==> config.mk <==
export PLATFORM = sky130hd
export DESIGN_NAME = duplicate_message_filter
export DESIGN_NICKNAME = d
export VERILOG_FILES = /design/src/rtl/dmf_pkg.sv /design/src/rtl/duplicate_message_filter.sv /design/src/rtl/dmf_ctrl.sv /design/src/rtl/dmf_datapath.sv
export VERILOG_INCLUDE_DIRS = /design/src /design/src/rtl
export SDC_FILE = /design/constraint.sdc
export NUM_CORES = 2
export LEC_CHECK = 0
export ABC_AREA = 1
export BUFFER_PORTS_ARGS = -buffer_cell sky130_fd_sc_hd__buf_2
export CAP_MARGIN = 40
export CELL_PAD_IN_SITES_DETAIL_PLACEMENT = 0
export CELL_PAD_IN_SITES_GLOBAL_PLACEMENT = 1
export CORE_MARGIN = 2
export CORE_UTILIZATION = 52
export DETAILED_ROUTE_END_ITERATION = 8
export PLACE_DENSITY_LB_ADDON = 0.25
export RECOVER_POWER = 100
export SLEW_MARGIN = 10
export SYNTH_ARGS = -nofsm -noshare
export SYNTH_HDL_FRONTEND = slang
export SYNTH_SLANG_ARGS = --single-unit
==> constraint.sdc <==
create_clock -name clk -period 7.07 [get_ports clk]
set_clock_uncertainty 0.05 [all_clocks]
set_input_delay 1.7675 -clock clk [delete_from_list [all_inputs] [get_ports clk]]
set_output_delay 1.7675 -clock clk [all_outputs]
set_load 0.005 [all_outputs]
==> src/rtl/duplicate_message_filter_macros.svh <==
// assertion macros for the duplicate message filter
`ifndef DUPLICATE_MESSAGE_FILTER_MACROS_SVH
`define DUPLICATE_MESSAGE_FILTER_MACROS_SVH

// same-cycle implication, sampled on clk, off while in reset
`define DMF_ASSERT_NOW(label, ante, cons, msg) \
    label: assert property (@(posedge clk) disable iff (!rst_n) (ante) |-> (cons)) \
        else $error(msg);

// next-cycle implication, sampled on clk, off while in reset
`define DMF_ASSERT_NXT(label, ante, cons, msg) \
    label: assert property (@(posedge clk) disable iff (!rst_n) (ante) |=> (cons)) \
        else $error(msg);

`endif

==> src/rtl/dmf_pkg.sv <==
// shared constants and types for the duplicate message filter
`default_nettype none

package dmf_pkg;

    localparam int NUM_SLOTS = 12;
    localparam int SLOT_W    = (NUM_SLOTS > 1) ? $clog2(NUM_SLOTS) : 1;
    localparam int ADDR_W    = 48;
    localparam int SEQ_W     = 8;
    localparam int TIME_W    = 32;

    localparam logic [TIME_W-1:0] DEFAULT_WINDOW_MS = TIME_W'(5000);

    typedef enum logic [1:0] {
        ST_IDLE,
        ST_SCAN,
        ST_DRAIN,
        ST_COMMIT
    } dmf_state_t;

    typedef struct packed {
        logic              capture;
        logic              rd_en;
        logic [SLOT_W-1:0] rd_idx;
        logic              commit;
    } dmf_cmd_t;

    typedef struct packed {
        logic [ADDR_W-1:0] addr;
        logic [SEQ_W-1:0]  seq;
        logic [TIME_W-1:0] tstamp;
    } dmf_entry_t;

endpackage

`default_nettype wire

==> src/rtl/duplicate_message_filter.sv <==
// top level of the duplicate message filter
`default_nettype none
`include "duplicate_message_filter_macros.svh"

// A request is taken when start is high and busy is low. The block then
// reads its NUM_SLOTS cache slots one per cycle from a slot memory with a
// single read port, evaluates the last read in ST_DRAIN and writes back in
// ST_COMMIT, and only then returns to idle, where it can accept the next
// request; the single memory read port sets this pace.
// The result appears on is_duplicate with done high for exactly one cycle,
// in the cycle when busy drops; the receiver cannot stall it, so it must
// take it then. A new request may be started in that same cycle. The
// window register is written through cfg_valid/cfg_data (cfg_ready is
// always high) and must only be written while busy is low.

module duplicate_message_filter (
    input  wire logic                         clk,
    input  wire logic                         rst_n,
    input  wire logic                         start,
    output logic                              busy,
    input  wire logic [dmf_pkg::ADDR_W-1:0]   sender_address,
    input  wire logic [dmf_pkg::SEQ_W-1:0]    sequence_number,
    input  wire logic [dmf_pkg::TIME_W-1:0]   now_ms,
    output logic                              done,
    output logic                              is_duplicate,
    input  wire logic                         cfg_valid,
    output logic                              cfg_ready,
    input  wire logic [dmf_pkg::TIME_W-1:0]   cfg_data
);
    import dmf_pkg::*;

    dmf_cmd_t cmd;

    assign cfg_ready = 1'b1;

    dmf_ctrl u_ctrl (
        .clk   (clk),
        .rst_n (rst_n),
        .start (start),
        .busy  (busy),
        .cmd   (cmd)
    );

    dmf_datapath u_datapath (
        .clk             (clk),
        .rst_n           (rst_n),
        .cmd             (cmd),
        .cfg_valid       (cfg_valid),
        .cfg_data        (cfg_data),
        .sender_address  (sender_address),
        .sequence_number (sequence_number),
        .now_ms          (now_ms),
        .done            (done),
        .is_duplicate    (is_duplicate)
    );

    `DMF_ASSERT_NOW(a_done_when_idle, done, !busy, "result strobe while busy")
    `DMF_ASSERT_NXT(a_accept_busy, start && !busy, busy, "accepted request did not start")
    `DMF_ASSERT_NXT(a_commit_done, cmd.commit, done, "write-back without result strobe")

endmodule

`default_nettype wire

==> src/rtl/dmf_ctrl.sv <==
// controller: sequences the slot scan and the write-back of one request
`default_nettype none

module dmf_ctrl (
    input  wire logic              clk,
    input  wire logic              rst_n,
    input  wire logic              start,
    output logic                   busy,
    output dmf_pkg::dmf_cmd_t      cmd
);
    import dmf_pkg::*;

    dmf_state_t        state_reg;
    dmf_state_t        state_next;
    logic [SLOT_W-1:0] cnt_reg;
    logic [SLOT_W-1:0] cnt_next;
    logic              last_slot;

    assign last_slot = (cnt_reg == SLOT_W'(NUM_SLOTS - 1));

    always_ff @(posedge clk or negedge rst_n)
    begin
        if (!rst_n)
        begin
            state_reg <= ST_IDLE;
            cnt_reg   <= '0;
        end
        else
        begin
            state_reg <= state_next;
            cnt_reg   <= cnt_next;
        end
    end

    // next state
    always_comb
    begin
        state_next = state_reg;
        unique case (state_reg)
            ST_IDLE:
            begin
                if (start)
                    state_next = ST_SCAN;
            end
            ST_SCAN:
            begin
                if (last_slot)
                    state_next = ST_DRAIN;
            end
            ST_DRAIN:  state_next = ST_COMMIT;
            ST_COMMIT: state_next = ST_IDLE;
        endcase
    end

    // slot counter
    always_comb
    begin
        if (state_reg == ST_SCAN)
            cnt_next = cnt_reg + SLOT_W'(1);
        else
            cnt_next = '0;
    end

    // outputs
    always_comb
    begin
        cmd  = '0;
        busy = 1'b1;
        unique case (state_reg)
            ST_IDLE:
            begin
                busy        = 1'b0;
                cmd.capture = start;
            end
            ST_SCAN:
            begin
                cmd.rd_en  = 1'b1;
                cmd.rd_idx = cnt_reg;
            end
            ST_DRAIN:  cmd.rd_en = 1'b0;
            ST_COMMIT: cmd.commit = 1'b1;
        endcase
    end

endmodule

`default_nettype wire

==> src/rtl/dmf_datapath.sv <==
// datapath: slot memory, valid bits, match and eviction tracking, result register
`default_nettype none

module dmf_datapath (
    input  wire logic                         clk,
    input  wire logic                         rst_n,
    input  wire dmf_pkg::dmf_cmd_t            cmd,
    input  wire logic                         cfg_valid,
    input  wire logic [dmf_pkg::TIME_W-1:0]   cfg_data,
    input  wire logic [dmf_pkg::ADDR_W-1:0]   sender_address,
    input  wire logic [dmf_pkg::SEQ_W-1:0]    sequence_number,
    input  wire logic [dmf_pkg::TIME_W-1:0]   now_ms,
    output logic                              done,
    output logic                              is_duplicate
);
    import dmf_pkg::*;

    dmf_entry_t           slot_mem_reg [NUM_SLOTS];
    dmf_entry_t           rd_data_reg;
    logic [SLOT_W-1:0]    rd_idx_reg;
    logic                 rd_vld_reg;

    logic [NUM_SLOTS-1:0] valid_reg;
    logic [NUM_SLOTS-1:0] valid_next;
    logic [TIME_W-1:0]    window_reg;

    logic [ADDR_W-1:0]    addr_in_reg;
    logic [SEQ_W-1:0]     seq_in_reg;
    logic [TIME_W-1:0]    now_in_reg;

    logic                 hit_reg,       hit_next;
    logic                 dup_reg,       dup_next;
    logic [SLOT_W-1:0]    hit_idx_reg,   hit_idx_next;
    logic                 free_reg,      free_next;
    logic [SLOT_W-1:0]    free_idx_reg,  free_idx_next;
    logic                 best_set_reg,  best_set_next;
    logic [SLOT_W-1:0]    best_idx_reg,  best_idx_next;
    logic [TIME_W-1:0]    best_age_reg,  best_age_next;
    logic                 done_reg,      done_next;
    logic                 dup_out_reg,   dup_out_next;

    logic                 eval_valid;
    logic                 eval_hit;
    logic                 eval_dup;
    logic [TIME_W-1:0]    eval_age;
    logic                 wr_en;
    logic [SLOT_W-1:0]    wr_idx;
    dmf_entry_t           wr_data;

    // slot memory, one write and one registered read per cycle
    always_ff @(posedge clk)
    begin
        if (wr_en)
            slot_mem_reg[wr_idx] <= wr_data;
        if (cmd.rd_en)
            rd_data_reg <= slot_mem_reg[cmd.rd_idx];
    end

    always_ff @(posedge clk)
    begin
        if (cmd.capture)
        begin
            addr_in_reg <= sender_address;
            seq_in_reg  <= sequence_number;
            now_in_reg  <= now_ms;
        end
        rd_idx_reg    <= cmd.rd_idx;
        hit_idx_reg   <= hit_idx_next;
        dup_reg       <= dup_next;
        free_idx_reg  <= free_idx_next;
        best_idx_reg  <= best_idx_next;
        best_age_reg  <= best_age_next;
        dup_out_reg   <= dup_out_next;
    end

    always_ff @(posedge clk or negedge rst_n)
    begin
        if (!rst_n)
        begin
            window_reg   <= DEFAULT_WINDOW_MS;
            valid_reg    <= '0;
            rd_vld_reg   <= 1'b0;
            hit_reg      <= 1'b0;
            free_reg     <= 1'b0;
            best_set_reg <= 1'b0;
            done_reg     <= 1'b0;
        end
        else
        begin
            if (cfg_valid)
                window_reg <= cfg_data;
            valid_reg    <= valid_next;
            rd_vld_reg   <= cmd.rd_en;
            hit_reg      <= hit_next;
            free_reg     <= free_next;
            best_set_reg <= best_set_next;
            done_reg     <= done_next;
        end
    end

    // evaluate the slot read in the previous cycle
    always_comb
    begin
        eval_valid = valid_reg[rd_idx_reg];
        eval_age   = now_in_reg - rd_data_reg.tstamp;
        eval_hit   = eval_valid && (rd_data_reg.addr == addr_in_reg);
        eval_dup   = (rd_data_reg.seq == seq_in_reg) && (eval_age < window_reg);

        hit_next      = hit_reg;
        dup_next      = dup_reg;
        hit_idx_next  = hit_idx_reg;
        free_next     = free_reg;
        free_idx_next = free_idx_reg;
        best_set_next = best_set_reg;
        best_idx_next = best_idx_reg;
        best_age_next = best_age_reg;

        if (cmd.capture)
        begin
            hit_next      = 1'b0;
            free_next     = 1'b0;
            best_set_next = 1'b0;
        end
        else if (rd_vld_reg)
        begin
            if (eval_hit && !hit_reg)
            begin
                hit_next     = 1'b1;
                hit_idx_next = rd_idx_reg;
                dup_next     = eval_dup;
            end
            if (!eval_valid && !free_reg)
            begin
                free_next     = 1'b1;
                free_idx_next = rd_idx_reg;
            end
            // oldest slot, first index wins on equal age
            if (eval_valid && (!best_set_reg || (eval_age > best_age_reg)))
            begin
                best_set_next = 1'b1;
                best_idx_next = rd_idx_reg;
                best_age_next = eval_age;
            end
        end
    end

    // write-back and result
    always_comb
    begin
        wr_en   = cmd.commit && !(hit_reg && dup_reg);
        wr_data = '{addr: addr_in_reg, seq: seq_in_reg, tstamp: now_in_reg};
        if (hit_reg)
            wr_idx = hit_idx_reg;
        else if (free_reg)
            wr_idx = free_idx_reg;
        else
            wr_idx = best_idx_reg;

        valid_next = valid_reg;
        if (wr_en)
            valid_next[wr_idx] = 1'b1;

        done_next    = cmd.commit;
        dup_out_next = dup_out_reg;
        if (cmd.commit)
            dup_out_next = hit_reg && dup_reg;
    end

    assign done         = done_reg;
    assign is_duplicate = dup_out_reg;

endmodule

`default_nettype wire

* Word-level counts from Yosys, hierarchy flattened
Memories as Yosys holds them, arrays and structs flattened. A register that Yosys moved wholly into a read port is not among the register bits. Index checks and enable logic that the tools add are counted. Widths: inputs -> output; s select.
Cells by class: reduce and logical (&&, ||, !) cells 26, $lt $le $gt $ge 5, $add $sub $neg 2, bitwise operators 2, equality and inequality tests 8, multiplexer cells 26
Operators with widths (number):
- $eq 48x48->1 | 1
- $gt 32x32->1 | 1
- $lt 32x32->1 | 1
- $sub 32x32->32 | 1
- $mux 1 | 17
- $mux 4 | 4
- $or 12x12->12 | 1
- $lt 4x5->1 const B | 2
- $reduce_and 3->1 | 3
- $eq 8x8->1 | 1
- $logic_and 1x1->1 | 8
- $pmux 2 s4 | 1
- $reduce_and 2->1 | 4
- $reduce_bool 2->1 | 4
- $logic_not 1->1 | 5
- $add 4x1->4 const B | 1
- $bmux 1 s4 | 1
- $demux 1 s4 | 1
- $eq 2x2->1 const B | 2
- $eq 4x4->1 const B | 1
- $ge 4x1->1 const B | 1
- $mux 2 | 2
- $eq 2x1->1 const B | 1
- $logic_not 2->1 | 1
- 4 further kinds | 4
Storage, ports and cells: word-level logic and storage cells 89, memories kept 1, RAM bits 1056, input port bits 124, register bits 193
Memories:
- u_datapath.slot_mem_reg | words 12, bits a word 88, read ports 1, clocked after Yosys merged registers in 1, write ports 1, line dmf_datapath.sv:18 | dmf_entry_t slot_mem_reg [NUM_SLOTS];

* Longest topological paths before layout
depth in word-level cells 7, depth in mapped cells 23, gate-level depth less buffers 23

* By module
A second synthesis with hierarchy kept.
Unflattened totals: cells, all modules 4305, area, all modules 55772.2 um^2
Modules (own cells, without submodules):
- dmf_datapath | instances 1, area each 55380.6 um^2, cells an instance 4256, seq. area each 39689.3 um^2
- dmf_ctrl | instances 1, area each 380.4 um^2, cells an instance 47, seq. area each 150.1 um^2
- duplicate_message_filter | instances 1, area each 11.3 um^2, cells an instance 2, seq. area each 0.0 um^2

* Least setup slack after synthesis
No wires, ideal clock.
kind register to register, start point register u_datapath.free_reg, end point memory u_datapath.slot_mem_reg[5][0] (netlist name) (enable), arrival time 4.746 ns, library setup time 0.537 ns, period minus slack after synthesis 5.332 ns, path slack 1.738 ns, stages on the path, launching flop included 7, path through dfrtp_1 or2_2 o211ai_1 o21ai_1 inv_1 nand2_1 nor2_1
On the way: word-level cells in the longest chain between the ends 2
Ends and longest elaborated chain:
- from (decl) | line dmf_datapath.sv:34 | logic free_reg, free_next;
- from (signal assigned) | line dmf_datapath.sv:95 | free_reg <= free_next;
- $mux 4 | line dmf_datapath.sv:154 | else if (free_reg)
- $mux 4 | line dmf_datapath.sv:152 | if (hit_reg)
- to (decl) | line dmf_datapath.sv:18
Every way passes these cells.

* Final worst setup path
start point register u_datapath.hit_reg, end point memory u_datapath.slot_mem_reg[10][15] (netlist name) (enable)
On the way: word-level cells in the longest chain between the ends 5, elaborated cells on any way between the ends 6, classes of those cells 3 x mux; 3 x reduce/logical
Ends and longest elaborated chain:
- from (decl) | line dmf_datapath.sv:31 | logic hit_reg, hit_next;
- from (signal assigned) | line dmf_datapath.sv:94 | hit_reg <= hit_next;
- $logic_and 1x1->1 | line dmf_datapath.sv:150 | wr_en = cmd.commit && !(hit_reg && dup_reg);
- $logic_not 1->1 | line dmf_datapath.sv:150
- $logic_and 1x1->1 | line dmf_datapath.sv:150
- $mux 1 | line dmf_datapath.sv:53 | if (wr_en)
- $mux 1 (not written as such) | line dmf_datapath.sv:54 | slot_mem_reg[wr_idx] <= wr_data;
Several ways; a longest one is shown, not always the timed one.

==> run summary <==
Arrival time reported for the critical path endpoint: 6050 ps
Reg-to-reg startpoint: u_datapath.hit_reg
Maximum VDD drop: 0.239 mV
Buffers inserted during post-CTS setup optimization: 0
Required time of the worst setup path: 7290 ps
Average cell area after synthesis: 13.5 um2
Unrepaired setup endpoints after global routing: no
Number of violations of the max-capacitance limit: 27
Pin count of the biggest net entering global routing: 198
Aggregate negative setup slack: 0 ps
Cell total after placement: 5305
Finished Layout Cells: 5555
Total core area: 0.102 mm2
Endpoint of the worst setup timing path: u_datapath.slot_mem_reg[10][15]
Setup Crit Path Kind: register to register
Fin. max-slew vios: 1332
Count of synthesis-stage warnings from yosys: 0
Setup slack, reg-to-reg: 1240 ps
Register share of total power: 48.3%
Most frequently used flop master after synthesis: sky130_fd_sc_hd__edfxtp_1
Layout overhead on the synthesized area: 11.5%
Fraction of synthesized area in multiplexers: 0.0209%
Worst reg2reg endpoint: u_datapath.slot_mem_reg[10][15]
Count of flip-flops with a built-in enable after synthesis: 1278
Post-Synthesis Cells: 3972
Post-synthesis compound-gate area fraction: 10.7%
Register area share after synthesis: 74.1%
Number of placement rows: 117
Post-route DRC: 0
Library cell occupying the most area in the post-synthesis netlist: sky130_fd_sc_hd__edfxtp_1
Total global routing overflow: 0
First element of the critical path: u_datapath.hit_reg
Share of synthesized cell area in full adder, half adder and majority cells: 2.36%
Setup violations, final: 0
Number of routed nets with antenna violations: 0
Time the worst path needs with I/O delays and setup: 5830 ps
Relative slew slack: -152%
Power Dens Cells: 367 mW/mm2
Slew @ Worst Pin: 3790 ps
Cell area after synthesis: 0.0538 mm2
Top cell type's share of synthesized area: 71.3%
Timing-limited maximum frequency: 0.172 GHz
Clock latency reported for the late side of the worst-skew pair: 740 ps
Largest family of logic cells by synthesized area: compound AO/OA/AOI/OAI gates
Violated checks: capacitance limit, slew limit
Die width: 326 um
Synth Area in XOR/XNOR: 0.700%
Global-route wire length before repair: 203 mm
Net count after synthesis: 4197
Count of port buffers added during placement: 126
Cells along the critical path: inv_1 -> o211ai_1 -> o21ai_0 -> inv_1 -> nand2_1 -> nor2_1 -> clkbuf_1 -> dlymetal6s4s_1
Status: finished with violations
TritonCTS clock tree: built
TritonCTS Buffers: 137
Number of global-route vias before repair: 32100
Total detailed-routing wirelength: 137 mm
R2R cell count: 8
Crit. End Element: register
Antenna violations before repair: 6
Total vias in the final route: 33100
Clock power share: 30.9%
Synth Area in Simple Gates: 8.61%
Total of cells resized after clock tree synthesis: 0
Synth top area cells: sky130_fd_sc_hd__edfxtp_1 71%, sky130_fd_sc_hd__o221ai_1 4.3%, sky130_fd_sc_hd__o21ai_0 3.1%
Root buf cell: sky130_fd_sc_hd__clkbuf_16
Slowest library cell on the worst path: sky130_fd_sc_hd__dlymetal6s4s_1
Count of different cell masters after synthesis: 45
Clock Pin Slew Worst Setup and Hold Paths: 60 ps
Biggest fanout along the worst timing path: 40
Cts hold-fix bufs: 0
Fraction of synthesis flops using an asynchronous set or reset pin: 4.11%
Hold violation count in the final report: 0
P_int: 15.3 mW
Worst setup SP type: register
H-tree lvl count: 4
Peak per-stage delay on the critical path: 2180 ps
Routability Congestion: 0.854
Via-per-instance ratio: 5.96
Switching Fraction: 30.4%
Initial core utilization: 52.6%
GR Util All Layers: 25.6%
I/O pin cnt: 128
Most frequent cell after synthesis: sky130_fd_sc_hd__edfxtp_1
Final routed wire length divided by cell count: 24.6 um
Count of state elements after synthesis: 1337
Logic gate share of total power: 20.8%
CTS Sinks: 1337
First-pass iteration count of the detailed router: 5
Layout net count: 4306
Min-delay worst type: register to register
Number of filler instances in the final layout: 8165
Largest register FFs: 1056
Die Height: 326 um
Detailed-placement wirelength estimate: 70.3 mm
Leakage: 20.5 nW
Die area: 0.106 mm2
Crit share post-route: 82.5%
Switching component of the power: 6.69 mW
Most common cell type on the critical path: sky130_fd_sc_hd__inv_1
Share of cells above drive strength 1: 8.05%
Top cell types by occurrence after synthesis: 1278 x sky130_fd_sc_hd__edfxtp_1, 438 x sky130_fd_sc_hd__nor2_1, 425 x sky130_fd_sc_hd__nand2_1, 329 x sky130_fd_sc_hd__o21ai_0, 264 x sky130_fd_sc_hd__o221ai_1
CTS Buffer Depth: 3
Number of violations reported at the end of detailed-routing iteration 0: 3650
==> power by group through the flow <==
stage               registers, mW  clock network [mW]  logic (mW)
floorplan                    10.6                   0        3.03
global placement             10.7                   0        4.53
detailed placement           10.7                   0        4.66
CTS                          10.5                6.91        4.68
global route                 10.7                7.20        5.13
finish                       10.6                6.80        4.58
==> worst max-delay path: cells and delay by family (launching register included) <==
family / cells / cell delay, ps
buffers and inverters: 4 / 2950
AOI/OAI and AO/OA: 2 / 290
and+or+nand+nor: 2 / 1380
DFF: 1 / 570
==> kinds of logic after synthesis <==
kind of cell,after synthesis
compound gates,911
xor+xnor,43
fa+ha+maj,101
buf+inv,452
flops,1337
mux,1
other cells,1
simple gates,1126
==> worst min-delay path by stage <==
stage / startpoint / endpoint / slack [ps] / cells past startpoint
after floorplan: u_datapath.valid_reg[4] / u_datapath.valid_reg[4] / 370 / 2
after global routing: u_datapath.valid_reg[0] / u_datapath.valid_reg[0] / 440 / 1
after detailed placement: u_datapath.valid_reg[0] / u_datapath.valid_reg[0] / 400 / 1
final: u_datapath.valid_reg[4] / u_datapath.valid_reg[4] / 400 / 2
after CTS: u_datapath.valid_reg[0] / u_datapath.valid_reg[0] / 410 / 1
after global placement: u_datapath.valid_reg[4] / u_datapath.valid_reg[4] / 390 / 2
==> through the flow <==
stage                     setup WS [ps]  cell area (um2)  utilization, %  hold WS, ps  total power, mW
final                              1240            60000            58.7          405             22.0
after global routing                884            60000            58.7          436             23.1
after CTS                          2180            60300            59.0          412             22.1
after detailed placement           2190            56100            54.9          398             15.3
after global placement             2240            55800            54.6          391             15.2
after floorplan                    1740            53800               -          374             13.6
==> layout by cell type, fill, tap and decap left out, types with 9 or more instances in the layout <==
master,n
sky130_fd_sc_hd__inv_1,225
sky130_fd_sc_hd__clkbuf_16,142
sky130_fd_sc_hd__o221ai_1,264
sky130_fd_sc_hd__nor2_1,432
sky130_fd_sc_hd__nor3_1,9
sky130_fd_sc_hd__nand2_1,425
sky130_fd_sc_hd__ha_1,100
sky130_fd_sc_hd__clkinv_2,18
sky130_fd_sc_hd__xnor2_1,22
sky130_fd_sc_hd__buf_4,20
sky130_fd_sc_hd__nand4_1,22
sky130_fd_sc_hd__xor2_1,21
sky130_fd_sc_hd__o21ai_0,335
sky130_fd_sc_hd__clkbuf_1,96
sky130_fd_sc_hd__clkinv_1,29
sky130_fd_sc_hd__o22ai_1,97
sky130_fd_sc_hd__nand3_1,206
sky130_fd_sc_hd__dfrtp_1,50
sky130_fd_sc_hd__edfxtp_1,1278
sky130_fd_sc_hd__o21ai_1,105
sky130_fd_sc_hd__o21bai_1,9
sky130_fd_sc_hd__buf_2,84
sky130_fd_sc_hd__a21oi_1,80
==> final cells by class <==
cell class,count,area (um2),share of cell area [%]
flip-flops and latches,1337,39800,66.4
clock inverters,65,494,0.824
diodes,3,7.51,0.0125
repair buffers,190,1190,1.98
clock buffers,177,3710,6.19
multi-input cells,2183,12100,20.2
inverters,232,911,1.52
well taps,1368,1710,2.85
==> metal layers <==
layer | routed length (um) | track usage [%]
met3 | 11000 | 4.31
met2 | 64200 | 40.3
met1 | 58100 | 36.8
met5 | 0 | 0
met4 | 3400 | 8.12
No activity file was read; power rests on OpenSTA's default activity.
